[src/rtl/core/fdf_pkg.sv]
// Shared constants, reciprocal table and control structs for the
// fractional differencing filter. No dependencies.
package fdf_pkg;

    localparam int MAX_TAPS   = 64;
    localparam int IDX_W      = $clog2(MAX_TAPS);
    localparam int CNT_W      = $clog2(MAX_TAPS + 1);

    localparam int SAMPLE_W   = 32;
    localparam int WEIGHT_W   = 32;
    localparam int OUT_W      = 48;
    localparam int TAPS_W     = 7;
    localparam int ORDER_W    = 15;
    localparam int CUTOFF_W   = 30;
    localparam int CFG_IDX_W  = 1;
    localparam int CFG_DATA_W = 30;
    localparam int RECIP_W    = 31;
    localparam int D_SHIFT    = 14;

    localparam logic [CFG_IDX_W-1:0] REG_FRAC_ORDER    = 1'b0;
    localparam logic [CFG_IDX_W-1:0] REG_WEIGHT_CUTOFF = 1'b1;

    localparam logic [ORDER_W-1:0]  ORDER_RESET  = 15'd8192;
    localparam logic [CUTOFF_W-1:0] CUTOFF_RESET = 30'd10737;
    localparam logic signed [WEIGHT_W-1:0] ONE_Q30 = 32'sh4000_0000;

    typedef logic [RECIP_W-1:0] recip_tab_t [MAX_TAPS+1];

    // round(2^30 / k), entry 0 unused
    function automatic recip_tab_t build_recip();
        recip_tab_t tab;
        tab[0] = '0;
        for (int i = 1; i <= MAX_TAPS; i++)
        begin
            tab[i] = RECIP_W'(((64'd1 << 30) + 64'(i / 2)) / 64'(i));
        end
        return tab;
    endfunction

    localparam recip_tab_t RECIP_TAB = build_recip();

    typedef struct packed {
        logic             take;
        logic             wt_init;
        logic             bld_mul1;
        logic             bld_rnd;
        logic             bld_mul2;
        logic             bld_sat;
        logic             wt_write;
        logic             hist_push;
        logic             acc_clear;
        logic             mac_issue;
        logic [IDX_W-1:0] mac_idx;
        logic [CNT_W-1:0] taps;
        logic             trunc;
        logic             load_out;
    } fdf_cmd_t;

    typedef struct packed {
        logic cand_small;
        logic mac_busy;
    } fdf_stat_t;

endpackage

[src/rtl/core/fdf_ctrl.sv]
// Controller: sequences weight building, history push and the tap walk.
// Holds tap, fill and truncation state. Uses fdf_pkg.
module fdf_ctrl (
    input  logic               clk,
    input  logic               rst_n,
    input  logic               in_valid,
    input  logic               in_series_start,
    output logic               in_ready,
    output logic               out_valid,
    input  logic               out_ready,
    output fdf_pkg::fdf_cmd_t  cmd,
    input  fdf_pkg::fdf_stat_t stat
);
    import fdf_pkg::*;

    typedef enum logic [3:0] {
        S_IDLE,
        S_BLD_INIT,
        S_BLD_MUL1,
        S_BLD_RND,
        S_BLD_MUL2,
        S_BLD_SAT,
        S_BLD_CHK,
        S_HIST,
        S_MAC,
        S_DRAIN,
        S_OUT
    } state_t;

    state_t           state_reg;
    logic [CNT_W-1:0] tap_reg;
    logic [CNT_W-1:0] fill_reg;
    logic [CNT_W-1:0] fill_next;
    logic             trunc_reg;
    logic [IDX_W-1:0] idx_reg;
    logic             out_valid_reg;
    logic             out_free;

    assign out_free  = !out_valid_reg || out_ready;
    assign fill_next = (fill_reg < tap_reg) ? fill_reg + CNT_W'(1) : fill_reg;
    assign in_ready  = (state_reg == S_IDLE);
    assign out_valid = out_valid_reg;

    always_comb
    begin
        cmd           = '0;
        cmd.mac_idx   = idx_reg;
        cmd.taps      = tap_reg;
        cmd.trunc     = trunc_reg;
        case (state_reg)
            S_IDLE:     cmd.take      = in_valid;
            S_BLD_INIT: cmd.wt_init   = 1'b1;
            S_BLD_MUL1: cmd.bld_mul1  = 1'b1;
            S_BLD_RND:  cmd.bld_rnd   = 1'b1;
            S_BLD_MUL2: cmd.bld_mul2  = 1'b1;
            S_BLD_SAT:  cmd.bld_sat   = 1'b1;
            S_BLD_CHK:  cmd.wt_write  = !stat.cand_small && (tap_reg < CNT_W'(MAX_TAPS));
            S_HIST:
            begin
                cmd.hist_push = (tap_reg != '0);
                cmd.acc_clear = 1'b1;
            end
            S_MAC:      cmd.mac_issue = 1'b1;
            S_OUT:      cmd.load_out  = out_free;
            default: ;
        endcase
    end

    always_ff @(posedge clk or negedge rst_n)
    begin
        if (!rst_n)
        begin
            state_reg     <= S_IDLE;
            tap_reg       <= '0;
            fill_reg      <= '0;
            trunc_reg     <= 1'b0;
            idx_reg       <= '0;
            out_valid_reg <= 1'b0;
        end
        else
        begin
            if (state_reg == S_OUT && out_free)
                out_valid_reg <= 1'b1;
            else if (out_valid_reg && out_ready)
                out_valid_reg <= 1'b0;
            case (state_reg)
                S_IDLE:
                begin
                    if (in_valid)
                        state_reg <= in_series_start ? S_BLD_INIT : S_HIST;
                end
                S_BLD_INIT:
                begin
                    tap_reg   <= CNT_W'(1);
                    fill_reg  <= '0;
                    trunc_reg <= 1'b0;
                    state_reg <= S_BLD_MUL1;
                end
                S_BLD_MUL1: state_reg <= S_BLD_RND;
                S_BLD_RND:  state_reg <= S_BLD_MUL2;
                S_BLD_MUL2: state_reg <= S_BLD_SAT;
                S_BLD_SAT:  state_reg <= S_BLD_CHK;
                S_BLD_CHK:
                begin
                    if (stat.cand_small)
                        state_reg <= S_HIST;
                    else if (tap_reg >= CNT_W'(MAX_TAPS))
                    begin
                        trunc_reg <= 1'b1;
                        state_reg <= S_HIST;
                    end
                    else
                    begin
                        tap_reg   <= tap_reg + CNT_W'(1);
                        state_reg <= S_BLD_MUL1;
                    end
                end
                S_HIST:
                begin
                    // drop samples until a series has been started
                    if (tap_reg == '0)
                        state_reg <= S_IDLE;
                    else
                    begin
                        fill_reg <= fill_next;
                        idx_reg  <= '0;
                        state_reg <= (fill_next < tap_reg) ? S_IDLE : S_MAC;
                    end
                end
                S_MAC:
                begin
                    if (CNT_W'(idx_reg) == tap_reg - CNT_W'(1))
                        state_reg <= S_DRAIN;
                    else
                        idx_reg <= idx_reg + IDX_W'(1);
                end
                S_DRAIN:
                begin
                    if (!stat.mac_busy)
                        state_reg <= S_OUT;
                end
                S_OUT:
                begin
                    if (out_free)
                        state_reg <= S_IDLE;
                end
                default: state_reg <= S_IDLE;
            endcase
        end
    end

endmodule

[config.mk]
export PLATFORM = sky130hd
export DESIGN_NAME = fdf_ctrl
export DESIGN_NICKNAME = d
export VERILOG_FILES = /design/src/rtl/core/fdf_pkg.sv /design/src/rtl/core/fdf_ctrl.sv
export SDC_FILE = /design/constraint.sdc
export NUM_CORES = 1
export LEC_CHECK = 0
export BUFFER_PORTS_ARGS = -buffer_cell sky130_fd_sc_hd__buf_2
export CORE_ASPECT_RATIO = 0.5
export CORE_MARGIN = 2
export CORE_UTILIZATION = 45
export CTS_BUF_LIST = sky130_fd_sc_hd__clkbuf_8 sky130_fd_sc_hd__clkbuf_16
export CTS_CLUSTER_DIAMETER = 40
export DETAILED_ROUTE_END_ITERATION = 6
export GPL_ROUTABILITY_DRIVEN = 0
export PLACE_DENSITY = 0.73
export SLEW_MARGIN = 15
export SYNTH_ARGS = -nofsm -noshare
export SYNTH_HDL_FRONTEND = slang
export SYNTH_SLANG_ARGS = --single-unit
[constraint.sdc]
create_clock -name clk -period 6.95 [get_ports clk]
set_clock_uncertainty 0.15 [all_clocks]
set_input_delay 1.39 -clock clk [delete_from_list [all_inputs] [get_ports clk]]
set_output_delay 1.39 -clock clk [all_outputs]
set_load 0.01 [all_outputs]
Word-level counts from Yosys, hierarchy flattened

Index checks and enable logic that the tools add are counted.

Register bits: 26

$add $sub $neg: 4
Magnitude comparators: 4
Eq/ne operators: 20
Multiplexer cells: 34
Reduce and logical (&&, ||, !) cells: 18

Operators by type and width:

| operator              | count |
|---|---|
| $pmux W4 S11          | 1 |
| $mux W7               | 4 |
| $pmux W7 S2           | 2 |
| $mux W4               | 6 |
| $ne A2 B2 Y1 const B  | 9 |
| $eq A4 B3 Y1 const B  | 4 |
| $add A7 B1 Y7 const B | 2 |
| $lt A7 B7 Y1          | 2 |
| $mux W1               | 13 |
| $eq A4 B4 Y1 const B  | 3 |
| $mux W6               | 2 |
| $pmux W6 S2           | 1 |
| $mux W3               | 3 |
| $reduce_and A3 Y1     | 3 |
| $eq A4 B2 Y1 const B  | 2 |
| $reduce_bool A2 Y1    | 4 |
| $eq A6 B7 Y1          | 1 |
| $ge A7 B7 Y1 const B  | 1 |
| $logic_not A7 Y1      | 1 |
| $lt A7 B7 Y1 const B  | 1 |
| $reduce_bool A7 Y1    | 1 |
| $sub A7 B1 Y7 const B | 1 |
| $add A6 B1 Y6 const B | 1 |
| $eq A4 B1 Y1 const B  | 1 |
| other kinds (8)       | 11 |

Longest topological paths before layout

Depth in word-level cells: 6
Depth in mapped cells: 16
Gate-level depth less buffers: 15

Worst setup path before layout

No wires, ideal clock.

Path kind: reg-to-reg
From: register tap_reg[4]
To: register state_reg[3]
Library setup time: 0.126 ns
Arrival time: 3.209 ns
Data required time: 6.674 ns
Path slack: 3.465 ns
Cell stages (with the launch flop): 16
Buffers on the path: 1
Period minus slack after synthesis: 3.485 ns
Cell sequence: dfrtp_1 > inv_1 > ha_1 > a21o_1 > a21oi_1 > nor2b_1 > a21oi_1 > buf_2 > nand2_1 > xnor2_1 > ha_1 > a211oi_1 > nand3b_1 > o21ai_0 > o31ai_1 > a221o_1

Cells in the longest elaborated chain, start to end: 6

Ends and longest elaborated chain:

| element                  | RTL line        | RTL |
|---|---|---|
| start: declaration       | fdf_ctrl.sv:31  | `logic [CNT_W-1:0] tap_reg;` |
| start signal: assignment | fdf_ctrl.sv:114 | `tap_reg <= tap_reg + CNT_W'(1);` |
| $lt A7 B7 Y1             | fdf_ctrl.sv:40  | `assign fill_next = (fill_reg < tap_reg) ? fill_reg + CNT_W'(1) : fill_reg;` |
| $mux W7                  | fdf_ctrl.sv:40  |  |
| $lt A7 B7 Y1             | fdf_ctrl.sv:127 | `state_reg <= (fill_next < tap_reg) ? S_IDLE : S_MAC;` |
| $mux W4                  | fdf_ctrl.sv:127 |  |
| $mux W4                  | fdf_ctrl.sv:121 | `if (tap_reg == '0)` |
| $pmux W4 S11             | fdf_ctrl.sv:86  | `case (state_reg)` |
| end signal: assignment   | fdf_ctrl.sv:90  | `state_reg <= in_series_start ? S_BLD_INIT : S_HIST;` |
| end signal: assignment   | fdf_ctrl.sv:127 |  |
| end: declaration         | fdf_ctrl.sv:30  | `state_t state_reg;` |

Parallel ways exist; a longest one is shown, timed or not.
A chain may end at the register's enable or synchronous reset.

==> out/metrics.json <==
{
  "fp.coreArea": {"value": 4400, "unit": "sq um"},
  "area.growth.synth_to_final": {"value": 13.0, "unit": "%"},
  "synth-xor-area-share": {"value": 0.0831},
  "yosys.area.top_type": {"value": "sky130_fd_sc_hd__dfrtp_1"},
  "synth_adder_area_share": {"value": 0.0971},
  "sum_of_net_half_perimeters_after_detailed_placement": {"value": 3620, "unit": "um"},
  "synth.top_cells.by_area": {"value": "sky130_fd_sc_hd__dfrtp_1 (32%), sky130_fd_sc_hd__ha_1 (9.7%), sky130_fd_sc_hd__xnor2_1 (7.2%)"},
  "wire_length_of_the_first_global_routing_pass": {"value": 7830, "unit": "um"},
  "clk_lat_worst_skew": {"value": 280, "unit": "ps"},
  "syn-num-nets": {"value": 263},
  "synthesis.yosys.warnings": {"value": 0},
  "ios": {"value": 34},
  "tritoncts": {"value": "done"},
  "required_time_worst_endpoint": {"value": 5410, "unit": "ps"},
  "filler_cell_count": {"value": 408},
  "clock_tree.root_cell": {"value": "sky130_fd_sc_hd__clkbuf_8"},
  "floorplan.rows": {"value": 17},
  "class_of_the_worst_hold_path": {"value": "flip-flop to flip-flop"},
  "cts_repair_resize_count": {"value": 0},
  "drive_gt1_frac": {"value": 0.171},
  "initialDrtViolationCount": {"value": 71},
  "critPathArrivalTime": {"value": 2940, "unit": "ps"},
  "grt_setup_unrepaired": {"value": "no"},
  "num_antenna_cells": {"value": 0},
  "synth_largest_type_area_fraction": {"value": 0.316},
  "max-cap-violations": {"value": 0},
  "yosys_most_used_dff": {"value": "sky130_fd_sc_hd__dfrtp_1"},
  "cts_buffers": {"value": 3},
  "die_w": {"value": 99.7, "unit": "um"},
  "multi_input_area": {"value": 1320, "unit": "sq um"},
  "finalNonFillerCells": {"value": 326},
  "final_nets": {"value": 293},
  "leading_cell_type_by_number_of_instances_after_synthesis": {"value": "sky130_fd_sc_hd__nor2_1"},
  "drt_antenna_net_count": {"value": 0},
  "post-route-drc-count": {"value": 0},
  "static-leakage-power": {"value": 1.17, "unit": "nW"},
  "main_combinational_cell_family_by_area_after_synthesis": {"value": "simple AND/OR/NAND/NOR gates"},
  "category_of_the_worst_setup_path_capture_point": {"value": "output port"},
  "post_cts_buffers": {"value": 0},
  "clkSlewWorstSetupHoldPaths": {"value": 100, "unit": "ps"},
  "cts.htree.levels": {"value": 1},
  "fin_setup_tns": {"value": 0, "unit": "ps"},
  "worst-slew-pin-transition": {"value": 783, "unit": "ps"},
  "synth_compound_gate_area_share": {"value": 0.183},
  "synth-edff-count": {"value": 0},
  "initial_core_util": {"value": 0.468},
  "drt-total-wl": {"value": 4750, "unit": "um"},
  "vias": {"value": 1852},
  "place.port_buffers": {"value": 33},
  "status": {"value": "complete, no violations"},
  "synthMuxAreaShare": {"value": 0.0303},
  "gr-total-overflow": {"value": 0},
  "vdd_drop_max": {"value": 0.000125, "unit": "V"},
  "async_flop_share": {"value": 1.00},
  "synth_unique_cells": {"value": 47},
  "grt_start_max_net_pins": {"value": 27},
  "cts.hold.buffers_added": {"value": 0},
  "design_power_total": {"value": 0.921, "unit": "mW"},
  "report.final.setup_viol": {"value": 0},
  "number_of_vias_per_cell_after_detailed_routing": {"value": 5.68},
  "period_minus_slack": {"value": 4480, "unit": "ps"},
  "synth_cells": {"value": 240},
  "syn_area": {"value": 2060, "unit": "sq um"},
  "setup.worst_path.start_class": {"value": "flip-flop"},
  "p_per_cell_area": {"value": 395, "unit": "nW/um^2"},
  "relSlewSlack": {"value": 0.478},
  "avgSynthCellArea": {"value": 8.59, "unit": "sq um"},
  "first_global_vias": {"value": 1664},
  "period_utilization_post_route": {"value": 0.645},
  "synth_simple_gate_area_frac": {"value": 0.248},
  "tot_gr_track_use": {"value": 0.194},
  "die_y": {"value": 51.9, "unit": "um"},
  "top_fanout_value_on_the_critical_path": {"value": 12},
  "cts_sinks": {"value": 26},
  "place.detailed.instances": {"value": 322},
  "criticalPathCategory": {"value": "flip-flop to output port"},
  "post_synth_most_frequent_cells": {"value": "sky130_fd_sc_hd__nor2_1 (28), sky130_fd_sc_hd__dfrtp_1 (26), sky130_fd_sc_hd__nand2_1 (24), sky130_fd_sc_hd__xnor2_1 (17), sky130_fd_sc_hd__ha_1 (16)"},
  "timing_hold_violations_final": {"value": 0},
  "achievable-frequency": {"value": 223, "unit": "MHz"},
  "slew_violations": {"value": 0},
  "routed_len_inst": {"value": 14.6, "unit": "um"},
  "die_area": {"value": 5170, "unit": "sq um"},
  "cts-root-to-sink-buffers": {"value": 2},
  "number_of_antenna_violations_at_the_first_check_in_global_routing": {"value": 0},
  "regArea": {"value": 651, "unit": "sq um"},
  "synth-seq-area-share": {"value": 0.316},
  "flip_flop_and_latch_count_after_synthesis": {"value": 26},
  "first_pass_iters": {"value": 5}
}
==> worst max-delay path, cell delays in order, from the launching register on <==
cell and delay [ps]:
sky130_fd_sc_hd__dfrtp_1 510, sky130_fd_sc_hd__inv_1 160, sky130_fd_sc_hd__ha_1 230, sky130_fd_sc_hd__or3b_1 400, sky130_fd_sc_hd__nor4_2 280, sky130_fd_sc_hd__nand2b_1 480, sky130_fd_sc_hd__inv_1 350, sky130_fd_sc_hd__buf_2 240
==> where the power goes <==
group	switching [mW]	internal, mW	leakage, nW	total (mW)
Combinational	0.310	0.228	0.782	0.538
Sequential	0.0687	0.183	0.348	0.252
Clock	0.0534	0.0773	0.0357	0.131
Total	0.432	0.489	1.17	0.921
==> area by class of cell <==
type,count,area share
multi-input combinational,193,0.568
sequential,26,0.279
inverter,13,0.0209
timing repair buffer,33,0.0709
tap,57,0.0306
clock buffer,3,0.0177
clock inverter,1,0.0129
==> placed cells by master (no fill, tap or decap), types with 2 or more instances in the layout <==
master | Yosys | routed
sky130_fd_sc_hd__a211oi_1 | 3 | 3
sky130_fd_sc_hd__a21o_1 | 9 | 9
sky130_fd_sc_hd__a21oi_1 | 11 | 11
sky130_fd_sc_hd__a31oi_1 | 9 | 9
sky130_fd_sc_hd__and3_1 | 2 | 2
sky130_fd_sc_hd__and4_1 | 2 | 2
sky130_fd_sc_hd__buf_2 | 5 | 33
sky130_fd_sc_hd__clkbuf_8 | 0 | 3
sky130_fd_sc_hd__dfrtp_1 | 26 | 26
sky130_fd_sc_hd__ha_1 | 16 | 16
sky130_fd_sc_hd__inv_1 | 12 | 12
sky130_fd_sc_hd__mux2_2 | 2 | 2
sky130_fd_sc_hd__mux2i_1 | 4 | 4
sky130_fd_sc_hd__nand2_1 | 24 | 24
sky130_fd_sc_hd__nand2b_1 | 6 | 6
sky130_fd_sc_hd__nand3_1 | 9 | 9
sky130_fd_sc_hd__nand3b_1 | 2 | 2
sky130_fd_sc_hd__nand4_1 | 3 | 3
sky130_fd_sc_hd__nor2_1 | 28 | 28
sky130_fd_sc_hd__nor2b_1 | 6 | 6
sky130_fd_sc_hd__nor3_1 | 6 | 6
sky130_fd_sc_hd__nor4_4 | 2 | 2
sky130_fd_sc_hd__o21ai_0 | 9 | 9
sky130_fd_sc_hd__o31a_1 | 2 | 2
sky130_fd_sc_hd__o31ai_1 | 2 | 2
sky130_fd_sc_hd__xnor2_1 | 17 | 17
==> per-layer routing <==
metal | routed length, um | global-route usage | vias up | share of wire
li1 | - | - | 917 | -
met1 | 2290 | 0.261 | 892 | 0.48
met2 | 2210 | 0.328 | 41 | 0.47
met3 | 230 | 0.0430 | 2 | 0.048
met4 | 19 | 0.0388 | 0 | 0.0040
met5 | 0 | 0 | - | 0
==> worst paths after layout <==
kind | from | cells past startpoint | to | slack, ps
setup / recovery | tap_reg[0] | 7 | cmd[17] | 2470
hold / removal | trunc_reg | 2 | trunc_reg | 350
min in group asynchronous | rst_n | 1 | idx_reg[2] | 950
hold reg to reg | trunc_reg | 2 | trunc_reg | 350
max in group asynchronous | rst_n | 1 | tap_reg[2] | 5300
setup reg to reg | tap_reg[4] | 14 | state_reg[3] | 2800
==> metrics by stage <==
step	cell area, sq um	setup WS, ps	utilization	hold slack, ps
after floorplan	2060	3470	-	304
after global placement	2260	2880	0.513	323
after detailed placement	2260	2830	0.513	332
after CTS	2330	2500	0.529	360
after global routing	2330	2310	0.529	400
final	2330	2470	0.529	349
==> kinds of logic after synthesis <==
logic type               after synthesis
buffers and inverters                 21
multiplexers                           6
XOR/XNOR                              18
adder cells (fa/ha/maj)               16
flip-flops                            26
AND/OR/NAND/NOR                       97
AO/OA/AOI/OAI                         56
(Power assumes the default switching activity.)
